## src/hdl/gmn_pkg.sv

```systemverilog
`default_nettype none
package gmn_pkg;

  localparam int NUM_PORTS  = 2;
  localparam int PORT_W     = 1;
  localparam int PORT_IDX_W = (NUM_PORTS > 1) ? $clog2(NUM_PORTS) : 1;

  localparam logic [7:0]  BUDGET_RESET = 8'd240;
  localparam logic [7:0]  STICK_CENTRE = 8'd128;
  localparam logic [15:0] BUTTON_MASK  = 16'hFFFF;

  typedef enum logic [1:0] {
    LINK_DOWN    = 2'd0,
    LINK_STABLE  = 2'd1,
    LINK_FIND    = 2'd2,
    LINK_NEGOT   = 2'd3
  } link_t;

  typedef enum logic [1:0] {
    REQ_BUSY     = 2'd0,
    REQ_COMPLETE = 2'd1,
    REQ_FAILED   = 2'd2,
    REQ_OTHER    = 2'd3
  } req_t;

  typedef enum logic [1:0] {
    CMD_NONE      = 2'd0,
    CMD_ANALOG    = 2'd1,
    CMD_PRESSURE  = 2'd2,
    CMD_ALIGNMENT = 2'd3
  } cmd_t;

  typedef enum logic [2:0] {
    ST_REQ_ANALOG    = 3'd0,
    ST_VERIFY_ANALOG = 3'd1,
    ST_REQ_PRESSURE  = 3'd2,
    ST_CONF_PRESSURE = 3'd3,
    ST_REQ_ALIGN     = 3'd4,
    ST_CONF_ALIGN    = 3'd5,
    ST_DONE          = 3'd6
  } stage_t;

  typedef struct packed {
    logic [PORT_W-1:0] port;
    logic [1:0]        link_state;
    logic [1:0]        request_status;
    logic              mode_is_analog;
    logic              pressure_capable;
    logic              has_actuators;
    logic              frame_valid;
    logic [15:0]       raw_buttons;
    logic [7:0]        left_x;
    logic [7:0]        left_y;
    logic [7:0]        right_x;
    logic [7:0]        right_y;
  } in_item_t;

  typedef struct packed {
    logic [1:0]  command;
    logic        is_connected;
    logic        analog_ok;
    logic        pressure_ok;
    logic        rumble_ok;
    logic [15:0] held_buttons;
    logic [15:0] pressed_edges;
    logic [15:0] released_edges;
    logic [7:0]  stick_lx;
    logic [7:0]  stick_ly;
    logic [7:0]  stick_rx;
    logic [7:0]  stick_ry;
  } out_item_t;

  typedef struct packed {
    logic        link_up;
    logic        analog_flag;
    logic        pressure_flag;
    logic        rumble_flag;
    stage_t      stage;
    logic [7:0]  settle_count;
    logic [15:0] button_word;
    logic [7:0]  lx;
    logic [7:0]  ly;
    logic [7:0]  rx;
    logic [7:0]  ry;
  } port_rec_t;

  localparam port_rec_t REC_RESET = '{
    link_up:       1'b0,
    analog_flag:   1'b0,
    pressure_flag: 1'b0,
    rumble_flag:   1'b0,
    stage:         ST_REQ_ANALOG,
    settle_count:  8'd0,
    button_word:   16'd0,
    lx:            STICK_CENTRE,
    ly:            STICK_CENTRE,
    rx:            STICK_CENTRE,
    ry:            STICK_CENTRE
  };

endpackage
`default_nettype wire

```

## src/hdl/gmn_port_update.sv

```systemverilog
`default_nettype none
module gmn_port_update (
  input  wire gmn_pkg::in_item_t  item,
  input  wire gmn_pkg::port_rec_t rec_cur,
  input  wire logic [7:0]         settle_budget,
  output gmn_pkg::port_rec_t      rec_nxt,
  output gmn_pkg::out_item_t      result
);

  gmn_pkg::port_rec_t rec;
  gmn_pkg::cmd_t      cmd;
  logic [15:0]        prev;
  logic               stable;

  always_comb begin
    rec    = rec_cur;
    cmd    = gmn_pkg::CMD_NONE;
    prev   = rec_cur.button_word;
    stable = (item.link_state == gmn_pkg::LINK_STABLE);

    case (item.link_state)
      gmn_pkg::LINK_DOWN: begin
        rec  = gmn_pkg::REC_RESET;
        prev = '0;
      end
      gmn_pkg::LINK_STABLE, gmn_pkg::LINK_FIND: begin
        if (!rec.link_up) begin
          rec.link_up      = 1'b1;
          rec.settle_count = '0;
        end
        if (rec.stage < gmn_pkg::ST_DONE && rec.settle_count < settle_budget) begin
          rec.settle_count = rec.settle_count + 8'd1;
          if (item.request_status == gmn_pkg::REQ_FAILED &&
              rec.stage inside {gmn_pkg::ST_VERIFY_ANALOG, gmn_pkg::ST_CONF_PRESSURE,
                                gmn_pkg::ST_CONF_ALIGN}) begin
            rec.stage = gmn_pkg::stage_t'(rec.stage - 3'd1);
          end else if (item.request_status == gmn_pkg::REQ_COMPLETE && stable) begin
            case (rec.stage)
              gmn_pkg::ST_REQ_ANALOG: begin
                cmd       = gmn_pkg::CMD_ANALOG;
                rec.stage = gmn_pkg::ST_VERIFY_ANALOG;
              end
              gmn_pkg::ST_VERIFY_ANALOG: begin
                if (item.mode_is_analog) begin
                  rec.analog_flag = 1'b1;
                  rec.stage       = gmn_pkg::ST_REQ_PRESSURE;
                end
              end
              gmn_pkg::ST_REQ_PRESSURE: begin
                if (item.pressure_capable) begin
                  cmd       = gmn_pkg::CMD_PRESSURE;
                  rec.stage = gmn_pkg::ST_CONF_PRESSURE;
                end else begin
                  rec.stage = gmn_pkg::ST_REQ_ALIGN;
                end
              end
              gmn_pkg::ST_CONF_PRESSURE: begin
                rec.pressure_flag = 1'b1;
                rec.stage         = gmn_pkg::ST_REQ_ALIGN;
              end
              gmn_pkg::ST_REQ_ALIGN: begin
                if (item.has_actuators) begin
                  cmd       = gmn_pkg::CMD_ALIGNMENT;
                  rec.stage = gmn_pkg::ST_CONF_ALIGN;
                end else begin
                  rec.stage = gmn_pkg::ST_DONE;
                end
              end
              default: begin
                rec.rumble_flag = 1'b1;
                rec.stage       = gmn_pkg::ST_DONE;
              end
            endcase
          end
        end
        if (item.frame_valid) begin
          rec.button_word = gmn_pkg::BUTTON_MASK ^ item.raw_buttons;
          rec.lx          = item.left_x;
          rec.ly          = item.left_y;
          rec.rx          = item.right_x;
          rec.ry          = item.right_y;
        end
      end
      default: ; // negotiating: record held
    endcase
  end

  assign rec_nxt = rec;

  always_comb begin
    result.command        = cmd;
    result.is_connected   = rec.link_up;
    result.analog_ok      = rec.analog_flag;
    result.pressure_ok    = rec.pressure_flag;
    result.rumble_ok      = rec.rumble_flag;
    result.held_buttons   = rec.button_word;
    result.pressed_edges  = rec.button_word & ~prev;
    result.released_edges = prev & ~rec.button_word;
    result.stick_lx       = rec.lx;
    result.stick_ly       = rec.ly;
    result.stick_rx       = rec.rx;
    result.stick_ry       = rec.ry;
  end

endmodule
`default_nettype wire

```

## src/hdl/gamepad_mode_negotiator.sv

```systemverilog
// Pipeline: input register in_r, then result register out_r; an item waits in in_r while out_r is stalled.
// Throughput: one poll per cycle while out_ready keeps the result moving; the record update is one pass of logic.
// Polls of the same port in consecutive cycles see the record left by the one before.
// Reset (rst_n low, synchronous): all port records cleared, sticks centred, budget 240,
// both pipeline stages emptied.
`default_nettype none
module gamepad_mode_negotiator (
  input  wire                     clk,
  input  wire                     rst_n,
  input  wire                     in_valid,
  output logic                    in_ready,
  input  wire gmn_pkg::in_item_t  in_data,
  output logic                    out_valid,
  input  wire                     out_ready,
  output gmn_pkg::out_item_t      out_data,
  input  wire                     cfg_we,
  input  wire logic [7:0]         cfg_wdata
);

  logic                    in_v_r;
  gmn_pkg::in_item_t       in_r;
  logic                    out_v_r;
  gmn_pkg::out_item_t      out_r;
  logic [7:0]              budget_r;
  gmn_pkg::port_rec_t      rec_r [gmn_pkg::NUM_PORTS];

  logic                              advance;
  logic                              port_ok;
  logic [gmn_pkg::PORT_IDX_W-1:0]    idx;
  gmn_pkg::port_rec_t                rec_cur;
  gmn_pkg::port_rec_t                rec_nxt;
  gmn_pkg::out_item_t                upd_result;
  gmn_pkg::out_item_t                result;

  assign advance  = in_v_r && (!out_v_r || out_ready);
  assign in_ready = !in_v_r || advance;

  assign port_ok = (int'(in_r.port) < gmn_pkg::NUM_PORTS);
  assign idx     = gmn_pkg::PORT_IDX_W'(in_r.port);
  assign rec_cur = rec_r[idx];

  gmn_port_update u_update (
    .item          (in_r),
    .rec_cur       (rec_cur),
    .settle_budget (budget_r),
    .rec_nxt       (rec_nxt),
    .result        (upd_result)
  );

  always_comb begin
    if (port_ok) begin
      result = upd_result;
    end else begin
      result          = '0;
      result.stick_lx = gmn_pkg::STICK_CENTRE;
      result.stick_ly = gmn_pkg::STICK_CENTRE;
      result.stick_rx = gmn_pkg::STICK_CENTRE;
      result.stick_ry = gmn_pkg::STICK_CENTRE;
    end
  end

  always_ff @(posedge clk) begin
    if (!rst_n) begin
      in_v_r   <= 1'b0;
      out_v_r  <= 1'b0;
      budget_r <= gmn_pkg::BUDGET_RESET;
      for (int p = 0; p < gmn_pkg::NUM_PORTS; p++) begin
        rec_r[p] <= gmn_pkg::REC_RESET;
      end
    end else begin
      if (cfg_we) begin
        budget_r <= cfg_wdata;
      end
      if (in_ready) begin
        in_v_r <= in_valid;
      end
      if (advance) begin
        out_v_r <= 1'b1;
        if (port_ok) begin
          rec_r[idx] <= rec_nxt;
        end
      end else if (out_ready) begin
        out_v_r <= 1'b0;
      end
    end
  end

  always_ff @(posedge clk) begin
    if (in_valid && in_ready) begin
      in_r <= in_data;
    end
    if (advance) begin
      out_r <= result;
    end
  end

  assign out_valid = out_v_r;
  assign out_data  = out_r;

`ifndef SYNTHESIS
  // a command is only ever issued on a connected port
  a_cmd_connected: assert property (@(posedge clk) disable iff (!rst_n)
    out_valid && out_data.command != gmn_pkg::CMD_NONE |-> out_data.is_connected)
    else $error("command issued while not connected");

  // pressure and rumble can only be confirmed after analog
  a_flag_order: assert property (@(posedge clk) disable iff (!rst_n)
    out_valid && (out_data.pressure_ok || out_data.rumble_ok) |-> out_data.analog_ok)
    else $error("capability flag set without analog");

  // back-pressure only when both stages hold an item
  a_stall_full: assert property (@(posedge clk) disable iff (!rst_n)
    !in_ready |-> in_v_r && out_v_r && !out_ready)
    else $error("input stalled with room in pipeline");

  // a result appears only in the cycle after an item left the input register
  a_out_source: assert property (@(posedge clk) disable iff (!rst_n)
    $rose(out_valid) |-> $past(in_v_r))
    else $error("result without item");
`endif

endmodule
`default_nettype wire

```

## config.mk

```make
export PLATFORM = sky130hd
export DESIGN_NAME = gamepad_mode_negotiator
export DESIGN_NICKNAME = d
export VERILOG_FILES = /design/src/hdl/gmn_pkg.sv /design/src/hdl/gmn_port_update.sv /design/src/hdl/gamepad_mode_negotiator.sv
export SDC_FILE = /design/constraint.sdc
export NUM_CORES = 1
export LEC_CHECK = 0
export BUFFER_PORTS_ARGS = -buffer_cell sky130_fd_sc_hd__buf_2
export CORE_ASPECT_RATIO = 1.5
export CORE_UTILIZATION = 50
export DETAILED_ROUTE_END_ITERATION = 8
export GPL_TIMING_DRIVEN = 0
export MAX_ROUTING_LAYER = met4
export PLACE_DENSITY_LB_ADDON = 0.1
export SYNTH_ARGS = -nofsm -noshare
export SYNTH_HDL_FRONTEND = slang
export SYNTH_SLANG_ARGS = --single-unit
```

## constraint.sdc

```tcl
create_clock -name clk -period 8.05 [get_ports clk]
set_clock_uncertainty 0.1 [all_clocks]
set_input_delay 0.4025 -clock clk [delete_from_list [all_inputs] [get_ports clk]]
set_output_delay 0.4025 -clock clk [all_outputs]
set_load 0.005 [all_outputs]
```

; ---- After elaboration in Yosys (flattened, before gate mapping)
; Memories as Yosys holds them, arrays and structs flattened. A register that Yosys moved wholly into a read port is not among the register bits.
; Cells that the tools add are included.
; W data, S select, Z words.
[word_totals]
reg_bits = 153
mem_count = 1
word_cells = 96
in_bits = 70
out_inout_bits = 88
mem_bits_rw = 126
[memory_table]
columns = name, depth, word_bits, rd, rd_clocked_by_memory_dff, wr, line_no
row1 = rec_r, 2, 63, 1, 1, 2, gamepad_mode_negotiator.sv:25  ; gmn_pkg::port_rec_t rec_r [gmn_pkg::NUM_PORTS];
[op_classes]
addsub = 2
order_cmp = 2
reduce_logical = 17
bitwise_logic = 8
n_eq_ne = 9
muxes = 30
[op_table]
columns = cell, count
row1 = $pmux W63 S2, 1
row2 = $mux W63, 1
row3 = $reduce_or A63 Y1, 1
row4 = $mux W48, 1
row5 = $not A16 Y16, 3
row6 = $and A16 B16 Y16, 2
row7 = $mux W16, 1
row8 = $mux W8, 2
row9 = $pmux W3 S5, 1
row10 = $mux W14, 1
row11 = $mux W1, 13
row12 = $mux W3, 4
row13 = $add A8 B1 Y8 const B, 1
row14 = $lt A8 B8 Y1, 1
row15 = $eq A3 B2 Y1 const B, 2
row16 = $eq A3 B3 Y1 const B, 2
row17 = $mux W2, 3
row18 = $mux W6, 1
row19 = $pmux W2 S3, 1
row20 = $logic_and A1 B1 Y1, 5
row21 = $reduce_or A5 Y1, 1
row22 = $eq A2 B1 Y1 const B, 2
row23 = $eq A2 B2 Y1 const B, 2
row24 = $reduce_or A4 Y1, 1
row25 = other kinds (11), 15

; ---- Longest topological paths before layout
; Gate-level depths: netlist (run 1).
[logic_depth]
ltp_word = 9
ltp_mapped = 14
depth_no_buf = 10

; ---- Cells and area by module
; From an unflattened synthesis (run 1), not the netlist that was laid out.
[hier_totals]
hier_cells = 893
area_unflattened_um2 = 13581.8
[modules_own_cells]
columns = mod, cells_per_inst, area_each_um2, seq_area_each_um2, n_inst
row1 = gamepad_mode_negotiator, 550, 11300.8, 8298.0, 1
row2 = gmn_port_update, 343, 2280.9, 0.0, 1

; ---- Least setup slack after synthesis (run 1)
; Ideal clock, no wire load.
[synth_path]
path_type = in2reg
start = input out_ready
end = memory rec_r[1][0] in the netlist's numbering, enable pin
cell_stages = 5
path_slack_ps = 485
path_buffers = 1
setup_time_ps = 422
arrival_time_ps = 7042
required_ps = 7528
path_cell_list = nor2b_1 nor2b_1 nand3_1 clkbuf_1 nand2_1
[synth_rtl]
columns = item, line_no
row1 = start: declaration, gamepad_mode_negotiator.sv:14  ; input wire out_ready,
row2 = end: declaration, gamepad_mode_negotiator.sv:25

==> results by group, run 1 <==
Setup path
  – Worst-path cell chain: buf_6, buf_4, buf_4, a21oi_1, nor2_1, ha_1, a211oi_1, o22ai_1, a211oi_4, and2_1, buf_6, mux2i_1, o22ai_1
  – CP arrival: between 4 and 5 ns
  – Crit Path Max Fanout: 10
  – Max stage delay cell, worst path: a21oi_1
  – Crit Path Category: reg2reg
  – CP max stage delay: 0.49 ns
  – CP endpoint kind: register
  – Crit path launch type: register
  – Required time of the worst setup path: 8.22 ns

Floorplan
  – Num rows: 69
  – Die W: 128 microns
  – Die Y-Extent: 191 microns
  – Total die area: approximately 0.025 sq mm
  – Core area: roughly 0.024 sq mm
  – Initial Util: 50.8%
  – IO Pins: 158

Power and ir drop
  – Leak Pwr: 5.97 nW
  – PD cells: 227 mW/mm^2
  – IR drop worst, VDD: 0.203 mV
  – Final Power: 3.35 mW

Logic synthesis
  – Synth unique cells: between 50 and 60
  – Ys async rst share: 0%
  – Yosys reg bits: 280
  – Post-Synthesis Cells: 952
  – Synth Flop Type: edfxtp_1
  – Syn_nets: 1038
  – Syn. warnings: 0
  – Mapped cell area: between 0.01 and 0.015 sq mm
  – Syn_area_per_cell: 12.6 sq um
  – Post-synth EDFFs: 269
  – Post-synthesis sequential area ratio: 69.4%

Finish
  – NumNets Final: approximately 1300
  – Layout cells sized above 1: approximately a fifth
  – Area Growth Syn to Fin: 23.7%
  – Cell Count, Final, Fillers Out: 1544
  – Ant diodes: 0
  – Post-route cell area: 0.0148 sq mm

Routing
  – Routed Antenna Nets: 0
  – WL per Instance: 17.6 microns
  – Vias: 8080
  – DR pass1 iterations: 5
  – Initial DRC count: 422
  – # DRC: 0
  – Final wirelength: roughly 27000 microns
  – Vias/cell: 5.23

Run
  – Max Cap Viol: 0

Global routing
  – GRT overflow: 0
  – First-pass GRT wire length: 41500 microns
  – Vias in the first global route: 8075
  – Gr usage total: 22.9%
  – Largest net degree at the start of global routing: 59
  – Initial antenna violation count: 0

Clock tree
  – Clock Latency Late Sink: 0.54 ns
  – CTS H-tree lvls: 1
  – TritonCTS Buffers: 27
  – Count of cells resized by post-cts repair: 0
  – Max Root-Sink Buffers: 3
  – Root Driver: clkbuf_16
  – Clock sinks: 280
  – Reg clk slew, reported paths: 0.07 ns
  – CTS tree: built

Timing
  – Part of the cycle the worst path needs: 47.8%
  – RSZ-0062 raised after global routing: no
  – Final setup viols: 0
  – Minimum clock period: 3.85 ns
  – Final setup margin: roughly 4.2 ns
  – Endpoints failing hold: 0
  – Final max-slew violation count: 0
  – Worst Max-Slew Pin Slew: 0.929 ns
  – Final hold slack: 0.0189 ns
  – Max Fclk: 0.260 GHz
  – Max-slew headroom: a little under two fifths

Placed design
  – DP Worst Slack: 4.30 ns
  – RePlAce Congestion: 0.908
  – I/O Buffers: about 160
  – Placed Cells: roughly 1400
  – Dpl hpwl: 17800 microns
  – DP Area: between 0.01 and 0.015 sq mm

Min path
  – Hold Path Class: in2reg

Run status
  – Status: complete, no violations
worst paths after layout:
| check | from | endpoint | slack (ns) | cells past startpoint |
|---|---|---|---|---|
| max reg2reg | register | rec_r[1][49]$_SDFFCE_PN0P_ | 4.20 | 13 |
| min reg2reg | budget_r[4]$_SDFFE_PN1P_ | budget_r[4]$_SDFFE_PN1P_ | 0.39 | 2 |
| min | cfg_wdata[0] | budget_r[0]$_SDFFE_PN0P_ | 0.02 | 3 |
| max | register | rec_r[1][49]$_SDFFCE_PN0P_ | 4.20 | 13 |
cell families (layout without fill, tap and decap cells):
group | Yosys count | in the layout | synth area share [%]
compound gates | 150 | 150 | 7.77
simple gates | 320 | 320 | 11.3
buf+inv | 115 | 388 | 3.88
mux | 66 | 66 | 5.65
xor+xnor | 5 | 5 | 0.366
flops | 280 | 280 | 69.4
fa+ha+maj | 16 | 16 | 1.67
flip-flops by register name, summed over array words and instances (netlist names), named ones only:
signal,count
in_r,56
budget_r,8
rec_r,126
in_v_r,1
idx,1
out_data,86
out_valid,1
cell usage in the layout, fill, tap and decap left out, types with 4 or more instances in the layout:
master | Yosys | layout
xor2_1 | 4 | 4
mux2_2 | 4 | 4
clkbuf_1 | 30 | 33
nor3_1 | 20 | 20
a211oi_1 | 8 | 8
nand4_1 | 5 | 5
o22ai_1 | 20 | 20
inv_1 | 67 | 67
clkinv_1 | 0 | 5
nor2b_1 | 14 | 13
nand3_1 | 16 | 16
dlygate4sd3_1 | 0 | 62
bufinv_16 | 0 | 4
o21ai_0 | 21 | 21
nand2_1 | 46 | 44
o211ai_1 | 4 | 4
dfxtp_1 | 11 | 11
edfxtp_1 | 269 | 269
buf_2 | 8 | 165
clkbuf_16 | 0 | 27
ha_1 | 16 | 16
mux2i_1 | 60 | 60
buf_1 | 5 | 5
a21oi_1 | 67 | 67
nor2_1 | 202 | 202
o32ai_1 | 4 | 4
Yosys cell counts (all sizes together) (2+ instances only):
cell,instances,area [sq um]
xor2,4,35.0
o22ai,20,125
nand4b,3,26.3
o211ai,4,30.0
nand3,16,80.1
a32o,2,20.0
a31oi,3,18.8
o32ai,4,35.0
a21o,2,15.0
buf,17,96.3
nor2b,14,87.6
nand4,5,31.3
and2,2,12.5
nand2b,2,12.5
nor3,20,100
a21oi,67,335
mux2i,60,601
a211oi,9,80.1
dfxtp,11,220
inv,68,255
clkbuf,30,113
edfxtp,269,8080
a32oi,3,26.3
ha,16,200
nand2,46,173
mux2,6,75.1
and3,3,18.8
o21ai,22,110
and3b,2,17.5
nor2,202,758
a21boi,2,15.0
o221a,3,33.8
per-stage QoR:
stage | TNS, ns | util [%]
2_1_floorplan | 0 | -
3_3_place_gp | -305.51 | 55.8
3_5_place_dp | 0 | 56.3
4_1_cts | 0 | 62.8
5_1_grt | 0 | 62.8
6_report | 0 | 62.8
area by class of cell:
type                            instances  area [sq um]
Clock buffer                           30           687
Timing Repair Buffer                  223          1500
Buffer                                 47           209
Fill cell                            1938          8770
Tap cell                              319           399
Inverter                               68           255
Clock inverter                         20           220
Multi-Input combinational cell        557          3230
Sequential cell                       280          8300
routing by layer:
| metal | GRT usage (%) | routed length (microns) |
|---|---|---|
| met4 | 10.8 | 1060 |
| met3 | 2.88 | 1220 |
| met5 | - | 0 |
| met2 | 42.5 | 14700 |
| met1 | 23.8 | 10200 |
power by group:
part	internal, mW	total [mW]	switching (mW)
combinational	0.131	0.345	0.214
sequential	1.69	1.71	0.0250
clock	0.748	1.29	0.546
critical path: cells and delay by family, from the launching register on:
family                   cells  cell delay (ns)
flip-flops                   1             0.31
buffers and inverters        4             0.65
adder cells (fa/ha/maj)      1             0.33
multiplexers                 1             0.23
AO/OA/AOI/OAI                5             1.57
AND/OR/NAND/NOR              2             0.38
timing repair:
| item | in CTS | in global routing |
|---|---|---|
| endpoints found under the hold margin | 63 | 0 |
| hold buffers | 62 | 0 |
| buffers inserted | 0 | 0 |
(Power assumes the default switching activity.)
==> run 2, diff against run 1 <==
==> constraint.sdc (replaced) <==
create_clock -name clk -period 3.7 [get_ports clk]
set_clock_uncertainty 0.1 [all_clocks]
set_input_delay 0.185 -clock clk [delete_from_list [all_inputs] [get_ports clk]]
set_output_delay 0.185 -clock clk [all_outputs]
set_load 0.005 [all_outputs]
==> run 2 against run 1 <==
Sequential share of layout area decreased by 0.48 points. Routed wire length increased by 0.21%. Fmax increased by 10%. Die area unchanged. Clock-buffer cell count increased by 3. Global-route usage decreased by 0.22 points. Largest power group unchanged.
==> results by group, run 2 (synthesis results as in run 1) <==
Finish
  – Most common cell after layout, fill and taps aside: edfxtp_1
  – Largest Register: rec_r
  – Register area: 0.00830 sq mm
  – Multi-input logic area: 0.00325 sq mm
  – NumNets Final: ~1300
  – Layout cells sized above 1: approximately a fifth
  – Area Growth Syn to Fin: 24.8%
  – FILL cells: 1883
  – Commonest cells after routing, fill and taps aside: edfxtp_1 (269), nor2_1 (202), buf_2 (164)
  – Cell Count, Final, Fillers Out: ~1600
  – Ant diodes: 0
  – Largest register FFs: between 100 and 150

Floorplan
  – Die W: 128 microns
  – Die Y-Extent: 191 microns
  – Initial Util: 50.8%
  – Core area: around 0.024 sq mm
  – Total die area: 0.0246 sq mm
  – IO Pins: 158
  – Num rows: 69

Timing
  – Max-slew headroom: 37.4%
  – Part of the cycle the worst path needs: 94.5%
  – Minimum clock period: 3.50 ns
  – Worst Max-Slew Pin Slew: 0.939 ns
  – Setup TNS: 0 ns
  – RSZ-0062 raised after global routing: no
  – Final setup margin: 0.203 ns
  – Final setup viols: 0
  – Max Fclk: ~0.29 GHz
  – Endpoints failing hold: 0
  – Final max-slew violation count: 0

Routing
  – Vias: 8104
  – Routed Antenna Nets: 0
  – # DRC: 0
  – Final wirelength: 27200 microns
  – Initial DRC count: 386
  – WL per Instance: roughly 17 microns
  – DR pass1 iterations: 5
  – Vias/cell: roughly 5.2

Run
  – Max Cap Viol: 0

Setup path
  – Crit Path Category: reg2reg
  – CP endpoint kind: register
  – R2R Path End: rec_r[1][49]$_SDFFCE_PN0P_
  – Crit Path Max Fanout: 10
  – Required time of the worst setup path: 3.88 ns
  – CP arrival: 3.67 ns
  – Worst r2r path cells: 13
  – Setup slack, reg-to-reg: just over 0.2 ns
  – Crit path launch type: register

Min path
  – Hold Path End: budget_r[7]$_SDFFE_PN1P_
  – Min-delay src: cfg_we
  – Hold Path Class: in2reg
  – WHS Path Cells: 4

Placed design
  – RePlAce Congestion: 0.928
  – Placed Cells: between 1000 and 1500
  – DP Worst Slack: -0.209 ns
  – Dpl hpwl: 17800 microns
  – I/O Buffers: 157

Global routing
  – First-pass GRT wire length: between 40000 and 50000 microns
  – Vias in the first global route: 8013
  – Initial antenna violation count: 0
  – Gr usage total: 22.7%
  – Largest net degree at the start of global routing: 64
  – GRT overflow: 0

Clock tree
  – Clock sinks: 280
  – CTS H-tree lvls: 1
  – Max Root-Sink Buffers: 3
  – TritonCTS Buffers: 28
  – Reg clk slew, reported paths: 0.06 ns
  – Root Driver: clkbuf_16
  – CTS tree: built
  – Clock Latency Late Sink: 0.54 ns

Power and ir drop
  – Final Power: around 7.3 mW
  – PD cells: 491 mW/mm^2
  – IR drop worst, VDD: approximately 0.35 mV
  – Leak Pwr: 6.01 nW

Run status
  – Status: complete, no violations
run 2: cell count changes in the layout (fill, tap and decap cells not counted), sizes merged:
cell and change:
clkinv -2, clkinvlp +3, bufinv -1, dlygate4sd3 +10, inv -1, buf -1
clkbuf +4
run 2: report_power, final:
group / switching [mW] / internal (mW)
Clock: 1.20 / 1.65
Combinational: 0.469 / 0.292
Sequential: 0.0547 / 3.67
run 2: per-layer routing:
| layer | wire length, microns | vias to the layer above | global-route usage [%] |
|---|---|---|---|
| li1 | - | 3946 | - |
| met1 | 10400 | 3858 | 23.5 |
| met2 | 14600 | 239 | 42.8 |
| met3 | 1160 | 61 | 2.63 |
| met4 | 962 | 0 | 9.50 |
| met5 | 0 | - | - |
run 2: layout make-up:
class	instances	share of cell area (%)
repair buffers	233	10.5
inverters	68	1.71
well taps	319	2.67
clock inverters	19	1.29
plain buffers	47	1.42
clock buffers	33	4.96
flip-flops and latches	280	55.6
multi-input cells	557	21.8
run 2: worst max path at each step:
stage | cells past startpoint | from | slack, ns | endpoint
6_report | 13 | register | 0.20 | rec_r[1][49]$_SDFFCE_PN0P_
3_5_place_dp | 13 | register | -0.21 | rec_r[0][49]$_SDFFCE_PN0P_
3_3_place_gp | 5 | out_valid$_SDFFE_PN0P_ | -1.55 | rec_r[1][26]$_SDFFCE_PN0P_
5_1_grt | 14 | register | 0.01 | rec_r[0][52]$_SDFFCE_PN0P_
2_1_floorplan | 5 | out_valid$_SDFFE_PN0P_ | 0.09 | rec_r[1][0]$_SDFFCE_PN0P_
4_1_cts | 14 | register | 0.02 | rec_r[1][49]$_SDFFCE_PN0P_
run 2: critical path: stages, from the launching register on:
cell and delay, ns:
dfxtp_1 0.30, buf_6 0.13, buf_4 0.18, buf_4 0.20
clkbuf_4 0.22, o21ai_0 0.41, ha_1 0.33, nand4_1 0.12
o22ai_1 0.20, a211oi_4 0.33, and2_1 0.18, buf_6 0.13
mux2i_1 0.26, o22ai_1 0.11
run 2: what timing repair did:
item / 4_1_cts / 5_1_grt
buffers inserted: 0 / 1
setup endpoints to repair: 16 / 33
pin swaps: 1 / 1
hold buffers: 72 / 0
hold endpoints to repair: 68 / 0
resized for setup: 1 / 6
run 2: per-stage QoR:
step / instance area (sq um) / hold WS [ns] / util (%)
6_report: 14900 / 0.122 / 63.3
2_1_floorplan: 12000 / 0.184 / -
4_1_cts: 14900 / 0.117 / 63.2
3_5_place_dp: 13200 / 0.263 / 56.1
5_1_grt: 14900 / 0.154 / 63.3
3_3_place_gp: 13200 / 0.262 / 55.8
